==> src/rtl/core/linear_interp_audio_resampler_defines.svh <==
// assertion macros for the linear interpolation resampler
// used by the top level only; expects i_clk and i_rst_n in scope
`ifndef LINEAR_INTERP_AUDIO_RESAMPLER_DEFINES_SVH
`define LINEAR_INTERP_AUDIO_RESAMPLER_DEFINES_SVH

// implication checked in the same cycle
`define LIRS_ASSERT_SAME(label, ante, cons, msg) \
    label: assert property (@(posedge i_clk) disable iff (!i_rst_n) (ante) |-> (cons)) \
        else $error(msg);

// implication checked in the next cycle
`define LIRS_ASSERT_NEXT(label, ante, cons, msg) \
    label: assert property (@(posedge i_clk) disable iff (!i_rst_n) (ante) |=> (cons)) \
        else $error(msg);

`endif

==> src/rtl/core/lirs_pkg.sv <==
// shared types, constants and sample decode for the resampler
// no dependencies
`timescale 1ns / 1ps
`default_nettype none

package lirs_pkg;

    // configuration register indexes
    localparam logic [2:0] CFG_PHASE_STEP  = 3'd0;
    localparam logic [2:0] CFG_START_PHASE = 3'd1;
    localparam logic [2:0] CFG_MAIN_COUNT  = 3'd2;
    localparam logic [2:0] CFG_TAIL_COUNT  = 3'd3;
    localparam logic [2:0] CFG_STEREO      = 3'd4;
    localparam logic [2:0] CFG_IN_16BIT    = 3'd5;
    localparam logic [2:0] CFG_IN_SIGNED   = 3'd6;
    localparam logic [2:0] CFG_OUT_FORMAT  = 3'd7;

    // output format codes; code 3 behaves as signed 16
    localparam logic [1:0] OUT_S8  = 2'd0;
    localparam logic [1:0] OUT_U8  = 2'd1;
    localparam logic [1:0] OUT_S16 = 2'd2;

    localparam logic [20:0] PHASE_ONE = 21'h10000;
    localparam logic [16:0] POS_ONE   = 17'h10000;
    localparam logic [19:0] MIN_STEP  = 20'd2048;
    localparam logic [5:0]  MAX_TAIL  = 6'd32;
    localparam logic [5:0]  MAX_BURST = 6'd32;

    localparam logic [15:0] SUB_NONE = 16'h0000;
    localparam logic [15:0] SUB_8    = 16'h0080;
    localparam logic [15:0] SUB_16   = 16'h8000;
    localparam logic [15:0] SUB_NEG8 = 16'hff80;

    typedef struct packed {
        logic       in_16bit;
        logic       in_signed;
        logic [1:0] out_format;
    } t_fmt_cfg;

    // raw source bits to a 17-bit signed sample
    function automatic logic signed [16:0] sample_ext(
        input logic [15:0] raw,
        input logic        in_16bit,
        input logic        in_signed
    );
        logic signed [16:0] s;
        if (in_16bit) begin
            s = in_signed ? $signed({raw[15], raw}) : $signed({1'b0, raw});
        end else begin
            s = in_signed ? $signed({{9{raw[7]}}, raw[7:0]}) : $signed({9'd0, raw[7:0]});
        end
        return s;
    endfunction

endpackage

`default_nettype wire

==> src/rtl/core/lirs_lane.sv <==
// one channel of the interpolator: weighted mix, scaling and output offset
// depends on lirs_pkg
`timescale 1ns / 1ps
`default_nettype none

module lirs_lane (
    input  wire                    i_clk,
    input  wire                    i_load,
    input  wire [15:0]             i_a_raw,
    input  wire [15:0]             i_b_raw,
    input  wire [16:0]             i_pos,
    input  lirs_pkg::t_fmt_cfg     i_fmt,
    output logic [15:0]            o_sample
);

    logic signed [16:0] w_a;
    logic signed [16:0] w_b;
    logic signed [17:0] w_diff;
    logic signed [35:0] w_prod;
    logic signed [35:0] w_mix;
    logic        [15:0] w_shift;
    logic        [15:0] w_sub;
    logic        [15:0] w_res;
    logic               w_out8;

    logic signed [35:0] r_prod;
    logic signed [16:0] r_base;

    assign w_a    = lirs_pkg::sample_ext(i_a_raw, i_fmt.in_16bit, i_fmt.in_signed);
    assign w_b    = lirs_pkg::sample_ext(i_b_raw, i_fmt.in_16bit, i_fmt.in_signed);
    assign w_diff = $signed({w_b[16], w_b}) - $signed({w_a[16], w_a});
    // a*(1-p) + b*p  ==  a*1 + (b-a)*p
    assign w_prod = w_diff * $signed({1'b0, i_pos});

    always_ff @(posedge i_clk) begin
        if (i_load) begin
            r_prod <= w_prod;
            r_base <= w_a;
        end
    end

    assign w_mix  = $signed({{3{r_base[16]}}, r_base, 16'h0000}) + r_prod;
    assign w_out8 = !i_fmt.in_16bit &&
                    (i_fmt.out_format == lirs_pkg::OUT_S8 ||
                     i_fmt.out_format == lirs_pkg::OUT_U8);

    // 8-bit input widened to 16 bits keeps 8 more fraction bits
    assign w_shift = (!i_fmt.in_16bit && !w_out8) ? w_mix[23:8] : w_mix[31:16];

    always_comb begin
        w_sub = lirs_pkg::SUB_NONE;
        if (i_fmt.in_16bit) begin
            w_sub = i_fmt.in_signed ? lirs_pkg::SUB_NONE : lirs_pkg::SUB_16;
        end else begin
            case (i_fmt.out_format)
                lirs_pkg::OUT_S8: w_sub = i_fmt.in_signed ? lirs_pkg::SUB_NONE
                                                          : lirs_pkg::SUB_8;
                lirs_pkg::OUT_U8: w_sub = i_fmt.in_signed ? lirs_pkg::SUB_NEG8
                                                          : lirs_pkg::SUB_NONE;
                default:          w_sub = i_fmt.in_signed ? lirs_pkg::SUB_NONE
                                                          : lirs_pkg::SUB_16;
            endcase
        end
    end

    assign w_res    = w_shift - w_sub;
    assign o_sample = w_out8 ? {8'h00, w_res[7:0]} : w_res;

endmodule

`default_nettype wire

==> src/rtl/core/linear_interp_audio_resampler.sv <==
// linear interpolation audio resampler, top level
// depends on lirs_pkg, lirs_lane and linear_interp_audio_resampler_defines.svh
//
//  channel   direction  handshake               payload
//  in        sink       i_in_valid / o_in_stall i_left_in, i_right_in, i_last_in
//  out       source     o_out_valid/ i_out_stall o_left_out, o_right_out, o_out_last
//  cfg       sink       i_cfg_we                i_cfg_idx, i_cfg_data
//
// a source frame is accepted in ST_IDLE; the first frame of a stream is only stored
// a later frame issues one output per cycle while the lane stage is free; the steps
// are accept, the issues, phase wrap; a final frame then issues the clamped tail count
// both lanes share the issue slot; each output passes the lane product register and
// the output register before it leaves the block
// i_rst_n is synchronous; it clears control state and loads register defaults
// a stalled output holds its register while the lanes keep one frame in flight
`timescale 1ns / 1ps
`default_nettype none
`include "linear_interp_audio_resampler_defines.svh"

module linear_interp_audio_resampler (
    input  wire         i_clk,
    input  wire         i_rst_n,
    // configuration writes
    input  wire         i_cfg_we,
    input  wire  [2:0]  i_cfg_idx,
    input  wire  [23:0] i_cfg_data,
    // source frames
    input  wire         i_in_valid,
    output logic        o_in_stall,
    input  wire  [15:0] i_left_in,
    input  wire  [15:0] i_right_in,
    input  wire         i_last_in,
    // output frames
    output logic        o_out_valid,
    input  wire         i_out_stall,
    output logic [15:0] o_left_out,
    output logic [15:0] o_right_out,
    output logic        o_out_last
);

    typedef enum logic [1:0] {
        ST_IDLE,
        ST_MAIN,
        ST_TAIL
    } t_state;

    // configuration registers
    logic [19:0] r_phase_step;
    logic [15:0] r_start_phase;
    logic [23:0] r_main_count;
    logic [5:0]  r_tail_count;
    logic        r_stereo;
    logic        r_in_16bit;
    logic        r_in_signed;
    logic [1:0]  r_out_format;

    // stream state
    t_state      r_state,     n_state;
    logic        r_have_prev, n_have_prev;
    logic [20:0] r_phase,     n_phase;
    logic [23:0] r_emitted,   n_emitted;
    logic [5:0]  r_n,         n_n;
    logic [5:0]  r_tail_cnt,  n_tail_cnt;
    logic        r_last,      n_last;
    logic [15:0] r_prev_l,    n_prev_l;
    logic [15:0] r_prev_r,    n_prev_r;
    logic [15:0] r_cur_l,     n_cur_l;
    logic [15:0] r_cur_r,     n_cur_r;

    // lane stage and output register
    logic        r_s1_valid,  n_s1_valid;
    logic        r_s1_last,   n_s1_last;
    logic        r_out_valid, n_out_valid;
    logic [15:0] r_out_left;
    logic [15:0] r_out_right;
    logic        r_out_last;

    logic        w_in_acc;
    logic        w_out_free;
    logic        w_s1_move;
    logic        w_s1_free;
    logic        w_issue;
    logic [19:0] w_step;
    logic [5:0]  w_tail_len;
    logic [20:0] w_phase_nx;
    logic        w_main_go;
    logic        w_next_go;
    logic [15:0] w_lane_a_l;
    logic [15:0] w_lane_a_r;
    logic [16:0] w_lane_pos;
    logic [15:0] w_samp_l;
    logic [15:0] w_samp_r;
    lirs_pkg::t_fmt_cfg w_fmt;

    assign o_in_stall = (r_state != ST_IDLE);
    assign w_in_acc   = i_in_valid && !o_in_stall;

    // handshake through the two-register output path
    assign w_out_free = !r_out_valid || !i_out_stall;
    assign w_s1_move  = r_s1_valid && w_out_free;
    assign w_s1_free  = !r_s1_valid || w_out_free;

    // small steps and long tails are clamped
    assign w_step     = (r_phase_step < lirs_pkg::MIN_STEP) ? lirs_pkg::MIN_STEP
                                                             : r_phase_step;
    assign w_tail_len = (r_tail_count > lirs_pkg::MAX_TAIL) ? lirs_pkg::MAX_TAIL
                                                             : r_tail_count;
    assign w_phase_nx = r_phase + {1'b0, w_step};

    // interpolate while phase is inside the interval, below count and burst limits
    assign w_main_go  = (r_phase < lirs_pkg::PHASE_ONE) && (r_emitted < r_main_count) &&
                        (r_n < lirs_pkg::MAX_BURST);
    // same test one output ahead, to mark the final main output as last
    assign w_next_go  = (w_phase_nx < lirs_pkg::PHASE_ONE) &&
                        ((r_emitted + 24'd1) != r_main_count) &&
                        ((r_n + 6'd1) < lirs_pkg::MAX_BURST);

    // tail repeats the current frame at full weight
    assign w_lane_a_l = (r_state == ST_TAIL) ? r_cur_l : r_prev_l;
    assign w_lane_a_r = (r_state == ST_TAIL) ? r_cur_r : r_prev_r;
    assign w_lane_pos = (r_state == ST_TAIL) ? lirs_pkg::POS_ONE : {1'b0, r_phase[15:0]};

    assign w_fmt.in_16bit   = r_in_16bit;
    assign w_fmt.in_signed  = r_in_signed;
    assign w_fmt.out_format = r_out_format;

    always_comb begin
        n_state     = r_state;
        n_have_prev = r_have_prev;
        n_phase     = r_phase;
        n_emitted   = r_emitted;
        n_n         = r_n;
        n_tail_cnt  = r_tail_cnt;
        n_last      = r_last;
        n_prev_l    = r_prev_l;
        n_prev_r    = r_prev_r;
        n_cur_l     = r_cur_l;
        n_cur_r     = r_cur_r;
        n_s1_last   = r_s1_last;
        w_issue     = 1'b0;

        unique case (r_state)
            ST_IDLE: begin
                if (w_in_acc) begin
                    n_cur_l = i_left_in;
                    n_cur_r = i_right_in;
                    n_last  = i_last_in;
                    n_n     = 6'd0;
                    if (!r_have_prev) begin
                        // first frame of a stream: store only
                        n_have_prev = 1'b1;
                        n_phase     = {5'd0, r_start_phase};
                        n_emitted   = 24'd0;
                        n_prev_l    = i_left_in;
                        n_prev_r    = i_right_in;
                        if (i_last_in) begin
                            n_state    = ST_TAIL;
                            n_tail_cnt = w_tail_len;
                        end
                    end else begin
                        n_state = ST_MAIN;
                    end
                end
            end
            ST_MAIN: begin
                if (w_main_go) begin
                    if (w_s1_free) begin
                        w_issue   = 1'b1;
                        n_phase   = w_phase_nx;
                        n_emitted = r_emitted + 24'd1;
                        n_n       = r_n + 6'd1;
                        n_s1_last = r_last && (w_tail_len == 6'd0) && !w_next_go;
                    end
                end else begin
                    // one source frame consumed
                    if (r_phase >= lirs_pkg::PHASE_ONE) begin
                        n_phase = r_phase - lirs_pkg::PHASE_ONE;
                    end
                    n_prev_l = r_cur_l;
                    n_prev_r = r_cur_r;
                    if (r_last) begin
                        n_state    = ST_TAIL;
                        n_tail_cnt = w_tail_len;
                    end else begin
                        n_state = ST_IDLE;
                    end
                end
            end
            ST_TAIL: begin
                if (r_tail_cnt != 6'd0) begin
                    if (w_s1_free) begin
                        w_issue    = 1'b1;
                        n_tail_cnt = r_tail_cnt - 6'd1;
                        n_s1_last  = (r_tail_cnt == 6'd1);
                    end
                end else begin
                    // stream ends, start over
                    n_have_prev = 1'b0;
                    n_phase     = {5'd0, r_start_phase};
                    n_emitted   = 24'd0;
                    n_prev_l    = 16'd0;
                    n_prev_r    = 16'd0;
                    n_state     = ST_IDLE;
                end
            end
            default: begin
                n_state = ST_IDLE;
            end
        endcase

        if (w_issue) begin
            n_s1_valid = 1'b1;
        end else if (w_s1_move) begin
            n_s1_valid = 1'b0;
        end else begin
            n_s1_valid = r_s1_valid;
        end

        if (w_s1_move) begin
            n_out_valid = 1'b1;
        end else if (!i_out_stall) begin
            n_out_valid = 1'b0;
        end else begin
            n_out_valid = r_out_valid;
        end
    end

    // left and right lanes work side by side on one frame
    lirs_lane u_lane_l (
        .i_clk    (i_clk),
        .i_load   (w_issue),
        .i_a_raw  (w_lane_a_l),
        .i_b_raw  (r_cur_l),
        .i_pos    (w_lane_pos),
        .i_fmt    (w_fmt),
        .o_sample (w_samp_l)
    );

    lirs_lane u_lane_r (
        .i_clk    (i_clk),
        .i_load   (w_issue),
        .i_a_raw  (w_lane_a_r),
        .i_b_raw  (r_cur_r),
        .i_pos    (w_lane_pos),
        .i_fmt    (w_fmt),
        .o_sample (w_samp_r)
    );

    // control state and configuration
    always_ff @(posedge i_clk) begin
        if (!i_rst_n) begin
            r_state       <= ST_IDLE;
            r_have_prev   <= 1'b0;
            r_phase       <= 21'd0;
            r_emitted     <= 24'd0;
            r_n           <= 6'd0;
            r_tail_cnt    <= 6'd0;
            r_last        <= 1'b0;
            r_s1_valid    <= 1'b0;
            r_s1_last     <= 1'b0;
            r_out_valid   <= 1'b0;
            r_phase_step  <= 20'h10000;
            r_start_phase <= 16'd0;
            r_main_count  <= 24'd0;
            r_tail_count  <= 6'd1;
            r_stereo      <= 1'b0;
            r_in_16bit    <= 1'b0;
            r_in_signed   <= 1'b0;
            r_out_format  <= lirs_pkg::OUT_S16;
        end else begin
            r_state     <= n_state;
            r_have_prev <= n_have_prev;
            r_phase     <= n_phase;
            r_emitted   <= n_emitted;
            r_n         <= n_n;
            r_tail_cnt  <= n_tail_cnt;
            r_last      <= n_last;
            r_s1_valid  <= n_s1_valid;
            r_s1_last   <= n_s1_last;
            r_out_valid <= n_out_valid;
            if (i_cfg_we) begin
                unique case (i_cfg_idx)
                    lirs_pkg::CFG_PHASE_STEP:  r_phase_step  <= i_cfg_data[19:0];
                    lirs_pkg::CFG_START_PHASE: r_start_phase <= i_cfg_data[15:0];
                    lirs_pkg::CFG_MAIN_COUNT:  r_main_count  <= i_cfg_data[23:0];
                    lirs_pkg::CFG_TAIL_COUNT:  r_tail_count  <= i_cfg_data[5:0];
                    lirs_pkg::CFG_STEREO:      r_stereo      <= i_cfg_data[0];
                    lirs_pkg::CFG_IN_16BIT:    r_in_16bit    <= i_cfg_data[0];
                    lirs_pkg::CFG_IN_SIGNED:   r_in_signed   <= i_cfg_data[0];
                    lirs_pkg::CFG_OUT_FORMAT:  r_out_format  <= i_cfg_data[1:0];
                    default: begin
                    end
                endcase
            end
        end
    end

    // frame payload and merged output frame
    always_ff @(posedge i_clk) begin
        r_prev_l <= n_prev_l;
        r_prev_r <= n_prev_r;
        r_cur_l  <= n_cur_l;
        r_cur_r  <= n_cur_r;
        if (w_s1_move) begin
            r_out_left  <= w_samp_l;
            r_out_right <= r_stereo ? w_samp_r : 16'd0;
            r_out_last  <= r_s1_last;
        end
    end

    assign o_out_valid = r_out_valid;
    assign o_left_out  = r_out_left;
    assign o_right_out = r_out_right;
    assign o_out_last  = r_out_last;

    // a stored previous frame always leads to interpolation
    `LIRS_ASSERT_NEXT(a_prev_to_main, w_in_acc && r_have_prev, r_state == ST_MAIN, "no interp")
    // interpolation only runs inside a stream
    `LIRS_ASSERT_SAME(a_main_has_prev, r_state == ST_MAIN, r_have_prev, "no stored frame")
    // the tail count is drained before the tail state is left
    `LIRS_ASSERT_SAME(a_tail_drained, r_state != ST_TAIL, r_tail_cnt == 6'd0, "tail left early")

endmodule

`default_nettype wire
==> config.mk <==
export PLATFORM = sky130hd
export DESIGN_NAME = linear_interp_audio_resampler
export DESIGN_NICKNAME = d
export VERILOG_FILES = /design/src/rtl/core/lirs_pkg.sv /design/src/rtl/core/lirs_lane.sv /design/src/rtl/core/linear_interp_audio_resampler.sv
export VERILOG_INCLUDE_DIRS = /design/src /design/src/rtl/core
export SDC_FILE = /design/constraint.sdc
export NUM_CORES = 2
export LEC_CHECK = 0
export ABC_AREA = 0
export BUFFER_PORTS_ARGS = -buffer_cell sky130_fd_sc_hd__buf_2
export CAP_MARGIN = 5
export CELL_PAD_IN_SITES_DETAIL_PLACEMENT = 0
export CELL_PAD_IN_SITES_GLOBAL_PLACEMENT = 1
export CORE_MARGIN = 2
export CORE_UTILIZATION = 51
export CTS_CLUSTER_DIAMETER = 50
export DETAILED_ROUTE_END_ITERATION = 10
export GPL_ROUTABILITY_DRIVEN = 0
export GPL_TIMING_DRIVEN = 0
export PLACE_DENSITY_LB_ADDON = 0.2
export SYNTH_ARGS = -nofsm -noshare
export SYNTH_HDL_FRONTEND = slang
export SYNTH_HIERARCHICAL = 1
export SYNTH_SLANG_ARGS = --single-unit
==> constraint.sdc <==
create_clock -name i_clk -period 10.4 [get_ports i_clk]
set_clock_uncertainty 0.1 [all_clocks]
set_input_delay 1.56 -clock i_clk [delete_from_list [all_inputs] [get_ports i_clk]]
set_output_delay 1.56 -clock i_clk [all_outputs]
set_load 0.05 [all_outputs]
### Word level (Yosys, flattened, before mapping)

Index checks and enable logic that the tools add are counted.

* bits in registers: 328
* output and inout bits: 35
* logic and storage cells: 209
* bits of input ports: 65

* muxes and demuxes: 81
* equal/unequal tests: 26
* reductions and logical operators: 49
* bitwise gates (word level): 1
* $mul: 2
* magnitude comparators: 8
* $add $sub $neg: 11

Operator list (count)
* $mux W16: 14
* $mux W17: 13
* $mux W21: 6
* $mux W24: 5
* $pmux W16 S3: 2
* $pmux W24 S3: 1
* $mux W6: 11
* $add A32 B32 Y32: 2
* $mul A18 B18 Y32: 2
* $pmux W21 S3: 1
* $lt A21 B17 Y1 const B: 2
* $sub A17 B17 Y18: 2
* $pmux W16 S2: 1
* $sub A16 B16 Y16: 2
* $add A24 B1 Y24 const B: 1
* $lt A24 B24 Y1: 1
* $ne A24 B24 Y1: 1
* $add A21 B20 Y21: 1
* $ge A21 B17 Y1 const B: 1
* $sub A21 B17 Y21 const B: 1
* $lt A20 B12 Y1 const B: 1
* $mux W20: 1
* $ne A2 B2 Y1 const B: 9
* $pmux W6 S3: 1
* 35 further kinds: 96

### Logic depth before layout (Yosys ltp)

* depth after elaboration: 11
* gate-level depth with buffers: 40
* mapped depth without buffers: 37

### Cells and area by module

Netlist, hierarchy kept.

Modules (own cells, without submodules)
* lirs_lane (u_lane_r): cells an instance 1534, instances 1, seq. area each 1201.2 sq um, area an instance 13723.2 sq um
* lirs_lane (u_lane_l): cells an instance 1525, instances 1, seq. area each 1201.2 sq um, area an instance 13695.6 sq um
* linear_interp_audio_resampler: cells an instance 1390, instances 1, seq. area each 5615.4 sq um, area an instance 12408.2 sq um

### Least setup slack after synthesis

No wires, ideal clock.

* path type: flip-flop to flip-flop
* from: reg r_state[0]
* to: reg u_lane_r.r_prod[31] (data pin)
* clock period less this slack: 9.634 ns
* path buffers: 4
* stages on the path, launching flop included: 40
* setup time: 0.260 ns
* data required time: 10.040 ns
* data arrival time: 9.275 ns
* slack: 0.766 ns
* cell sequence: dfxtp_1 -> inv_1 -> ha_1 -> clkbuf_1 -> buf_1 -> mux2_2 -> and2_1 -> clkbuf_1 -> a21oi_1 -> ha_1 -> a21oi_1 -> nor2b_1 -> o31a_1 -> a21o_1 -> a21oi_1 -> xnor2_1 -> clkbuf_1 -> nand2_1 -> [4 not listed] -> inv_1 -> fa_1 -> inv_1 -> fa_1 -> inv_1 -> fa_1 -> inv_1 -> ha_1 -> a21o_1 -> a221o_1 -> a21oi_1 -> nor2b_1 -> o2111ai_2 -> a21oi_2 -> and2_4 -> a311oi_2 -> xnor2_1 -> xnor2_1

* elaborated cells between the ends (all ways): 8
* classes of those cells: add/sub (1); mul (1); eq/ne (1); mux (5)

RTL lines
* from (decl): RTL line linear_interp_audio_resampler.sv:58 `t_state r_state, n_state;`
* from (signal assigned): RTL line linear_interp_audio_resampler.sv:271 `r_state <= n_state;`
* $eq A2 B2 Y1: RTL line linear_interp_audio_resampler.sv:121 `assign w_lane_pos = (r_state == ST_TAIL) ? lirs_pkg::POS_ONE : {1'b0, r_phase[15:0]};`
* $mux W17: RTL line linear_interp_audio_resampler.sv:121
* named net w_lane_pos[16]: RTL line linear_interp_audio_resampler.sv:90 `logic [16:0] w_lane_pos;`
* $mul A18 B18 Y32: RTL line lirs_lane.sv:33 `assign w_prod = w_diff * $signed({1'b0, i_pos});`
* named net u_lane_r.w_prod[31]: RTL line lirs_lane.sv:19 `logic signed [35:0] w_prod;`
* to (signal assigned): RTL line lirs_lane.sv:37 `r_prod <= w_prod;`
* to (decl): RTL line lirs_lane.sv:26 `logic signed [35:0] r_prod;`

The timed path passes the listed nets, and every way through them passes these cells.
A chain may end at the register's enable or synchronous reset.

### Worst setup path in the final report

Same ends and word-level chain as after synthesis.

==> impl_metrics.tcl <==
set metrics [dict create \
    place_inst 5597 \
    avgViaCountPerCell 5.39 \
    die_height_um 283 \
    grt_pass1_vias 30900 \
    grt_util_all_layers_pct 28.5 \
    dr.pass1.iters 5 \
    nNetsFinal 5526 \
    hold_viol_final 0 \
    fin_crit_sh_pct 96.9 \
    finalNonFillerCells 5676 \
    synthArstFlopShare_pct 0 \
    grt_overflow 0 \
    post-dp-hpwl_um 92000 \
    cts.clk_slew.worst_paths_ns 0.06 \
    syn_to_final_growth_pct 9.04 \
    slowest_stage "fa_1" \
    netlist_instances 4449 \
    die_x_um 283 \
    fin_tns_setup_ns 0 \
    ys_types 101 \
    fp.coreArea_sq_um 77300 \
    synth_warnings 6 \
    cts-htree-levels 2 \
    max-cap-violations 0 \
    synth_seq_cells 312 \
    r2r_slack_ns 0.32 \
    min_period_ns 10.08 \
    die_area_sq_um 80300 \
    clock_sinks 312 \
    cp_top_family "adder cells" \
    ys.flop_type "edfxtp_1" \
    status "complete, no violations" \
    drive_gt1_share_pct 6.97 \
    start_util_pct 51.5 \
    ant_nets 0 \
    tightestPinTransition_ns 1.30 \
    remaining_drc_errors 0 \
    clk_path_buf_depth 3 \
    first_iter_violations 2035 \
    yosysSeqAreaShare_pct 20.1 \
    hold_path_class "register to register" \
    cts_buffers 40 \
    netlist_area_sq_um 39800 \
    clock_latency_ns 0.61 \
    syn_avg_cell_area_sq_um 8.95 \
    grt_max_degree 35 \
    slowest_delay_ns 0.55 \
    crit_fanout 10 \
    crit_start "r_state[0]" \
    startpoint_type "register" \
    end_kind "register" \
    io_buffers 97 \
    io_pins 100 \
    syn-num-nets 5369 \
    crit_type "register to register" \
    cp_data_required_time_ns 10.64 \
    cts_tree "done" \
    wl_um 112000 \
    antenna_found_initial 4 \
    clk_root_buffer_cell "clkbuf_16" \
    setup-violations-final 0 \
    synth_edf_count 177 \
    rsz0062_at_grt "yes" \
    timing.rr.start "r_state[0]" \
    cp.arrival_ns 10.33 \
    slew_headroom_pct 13.1 \
    grt_pass1_wl_um 177000 \
    diodes 0 \
    min_from "r_s1_last" \
    wl_per_cell_um 19.7 \
    fmax_mhz 99.2 \
    path_common_cell "fa_1" \
    vias 30600 \
    cp_num_buf_inv 8 \
    num_rows 102 \
    slew_viol_final 0 \
]
==> worst reg2reg max path: cells and delay by family (launching register included) <==
family                   cells  cell delay [ns]
AO/OA/AOI/OAI               12             2.53
buffers and inverters        8             0.99
flip-flops                   1             0.33
adder cells (fa/ha/maj)     10             4.25
AND/OR/NAND/NOR              4             0.59
multiplexers                 1             0.41
XOR/XNOR                     3             0.62
==> flip-flops by register name (all words and copies together), names as in the netlist, 6 cells and up <==
signal           cells
r_emitted           24
r_main_count        24
u_lane_l/r_prod     24
u_lane_r/r_prod     24
r_phase             21
r_phase_step        20
o_left_out          16
o_right_out         16
r_cur_l             16
r_cur_r             16
r_prev_l            16
r_prev_r            16
r_start_phase       16
u_lane_l/r_base     16
u_lane_r/r_base     16
r_n                  6
r_tail_cnt           6
r_tail_count         6
==> per-stage QoR <==
step | hold slack (ns) | utilization, % | area [sq um] | setup WS (ns)
6_report | 0.341 | 56.2 | 43400 | 0.318
5_1_grt | 0.352 | 56.2 | 43400 | -0.0299
4_1_cts | 0.334 | 55.9 | 43300 | 0.0354
3_3_place_gp | 0.313 | 53.8 | 41600 | -2.01
2_1_floorplan | 0.309 | - | 39800 | 0.766
3_5_place_dp | 0.324 | 54.1 | 41900 | -1.95
==> metal layers <==
layer	wire length, um	vias up	GRT usage (%)	part of all wire (%)
met3	7670	161	4.49	6.9
li1	-	14400	-	-
met5	33	-	0	0.029
met1	50200	15200	40.1	45
met4	3270	6	7.74	2.9
met2	50900	903	45.9	45
==> kinds of logic (layout without fill, tap and decap cells) <==
| group | count (synthesis) | in the layout | share of synthesized area [%] |
|---|---|---|---|
| AND/OR/NAND/NOR | 1469 | 1469 | 17.9 |
| buffers and inverters | 990 | 1177 | 9.38 |
| adder cells (fa/ha/maj) | 857 | 857 | 37.5 |
| AO/OA/AOI/OAI | 572 | 572 | 9.37 |
| flip-flops | 312 | 312 | 20.1 |
| XOR/XNOR | 199 | 199 | 4.43 |
| multiplexers | 50 | 50 | 1.36 |
==> layout make-up <==
cell class	instances	area [sq um]
Multi-Input combinational cell	3147	28300
Clock inverter	25	218
Tap cell	1040	1300
Buffer	179	732
Clock buffer	47	1040
Sequential cell	312	8020
Inverter	810	3040
Fill cell	7304	33900
Timing Repair Buffer	116	742
==> layout by cell type, fill, tap and decap left out, types with 15 or more instances in the layout <==
| cell type | instances |
|---|---|
| nand3_1 | 57 |
| o21bai_1 | 15 |
| inv_1 | 807 |
| buf_2 | 109 |
| dfxtp_1 | 134 |
| xnor2_1 | 132 |
| clkbuf_16 | 40 |
| edfxtp_1 | 177 |
| a21boi_1 | 19 |
| a21oi_1 | 198 |
| a211oi_1 | 17 |
| ha_1 | 294 |
| mux2_2 | 33 |
| fa_1 | 559 |
| a21o_1 | 33 |
| o21ai_0 | 89 |
| nor2b_1 | 93 |
| nor4_1 | 15 |
| o21ai_1 | 17 |
| nand4_1 | 21 |
| o211ai_1 | 16 |
| nand2b_1 | 41 |
| clkbuf_1 | 152 |
| nand2_1 | 633 |
| and2_1 | 273 |
| o21a_1 | 52 |
| nor2_1 | 169 |
| and3_1 | 18 |
| nor3_1 | 74 |
| mux2i_1 | 17 |
| xor2_1 | 46 |
| a31oi_1 | 18 |
==> repair_timing <==
action | CTS | global route
endpoints found under the setup margin | 38 | 17
hold endpoints to repair | 0 | 0
buffers inserted | 1 | 7
pin swaps | 0 | 3
resized for setup | 33 | 36
hold buffers | 0 | 0
==> synth_stat cells, types with 7 or more instances <==
| cell | instances | share of area, % |
|---|---|---|
| mux2_2 | 33 | 0.93 |
| o21bai_1 | 15 | 0.28 |
| buf_1 | 8 | 0.075 |
| xnor2_1 | 146 | 3.2 |
| a21oi_1 | 202 | 2.5 |
| a221oi_1 | 11 | 0.24 |
| a31oi_1 | 18 | 0.28 |
| a211oi_1 | 17 | 0.32 |
| xor2_1 | 51 | 1.1 |
| and4_1 | 7 | 0.15 |
| a21o_1 | 33 | 0.62 |
| nand3b_1 | 9 | 0.17 |
| nor4_1 | 15 | 0.24 |
| dfxtp_1 | 135 | 6.8 |
| ha_1 | 295 | 9.3 |
| a21boi_1 | 19 | 0.36 |
| o211ai_1 | 16 | 0.30 |
| nand2b_1 | 41 | 0.64 |
| buf_2 | 11 | 0.14 |
| nand2_1 | 633 | 6.0 |
| nor2b_1 | 100 | 1.6 |
| nand3_1 | 57 | 0.72 |
| nor2_1 | 173 | 1.6 |
| fa_1 | 560 | 28 |
| mux2i_1 | 17 | 0.43 |
| nor3_1 | 74 | 0.93 |
| o21ai_1 | 18 | 0.23 |
| or3_1 | 13 | 0.20 |
| nand4_1 | 21 | 0.33 |
| clkbuf_1 | 160 | 1.5 |
| and3_1 | 18 | 0.28 |
| edfxtp_1 | 177 | 13 |
| o21ai_0 | 89 | 1.1 |
| inv_1 | 808 | 7.6 |
| or2_2 | 7 | 0.11 |
| and2_1 | 273 | 4.3 |
| o21a_1 | 52 | 0.98 |
==> final timing paths <==
kind | end | cells after the start
hold / removal | o_out_last | 0
setup / recovery | u_lane_r/r_prod[31] | 38
setup reg to reg | u_lane_r/r_prod[31] | 38
hold reg to reg | o_out_last | 0
Power is not shown: default switching activity piles up to over one toggle a cycle in this logic, so the estimate is an artifact.
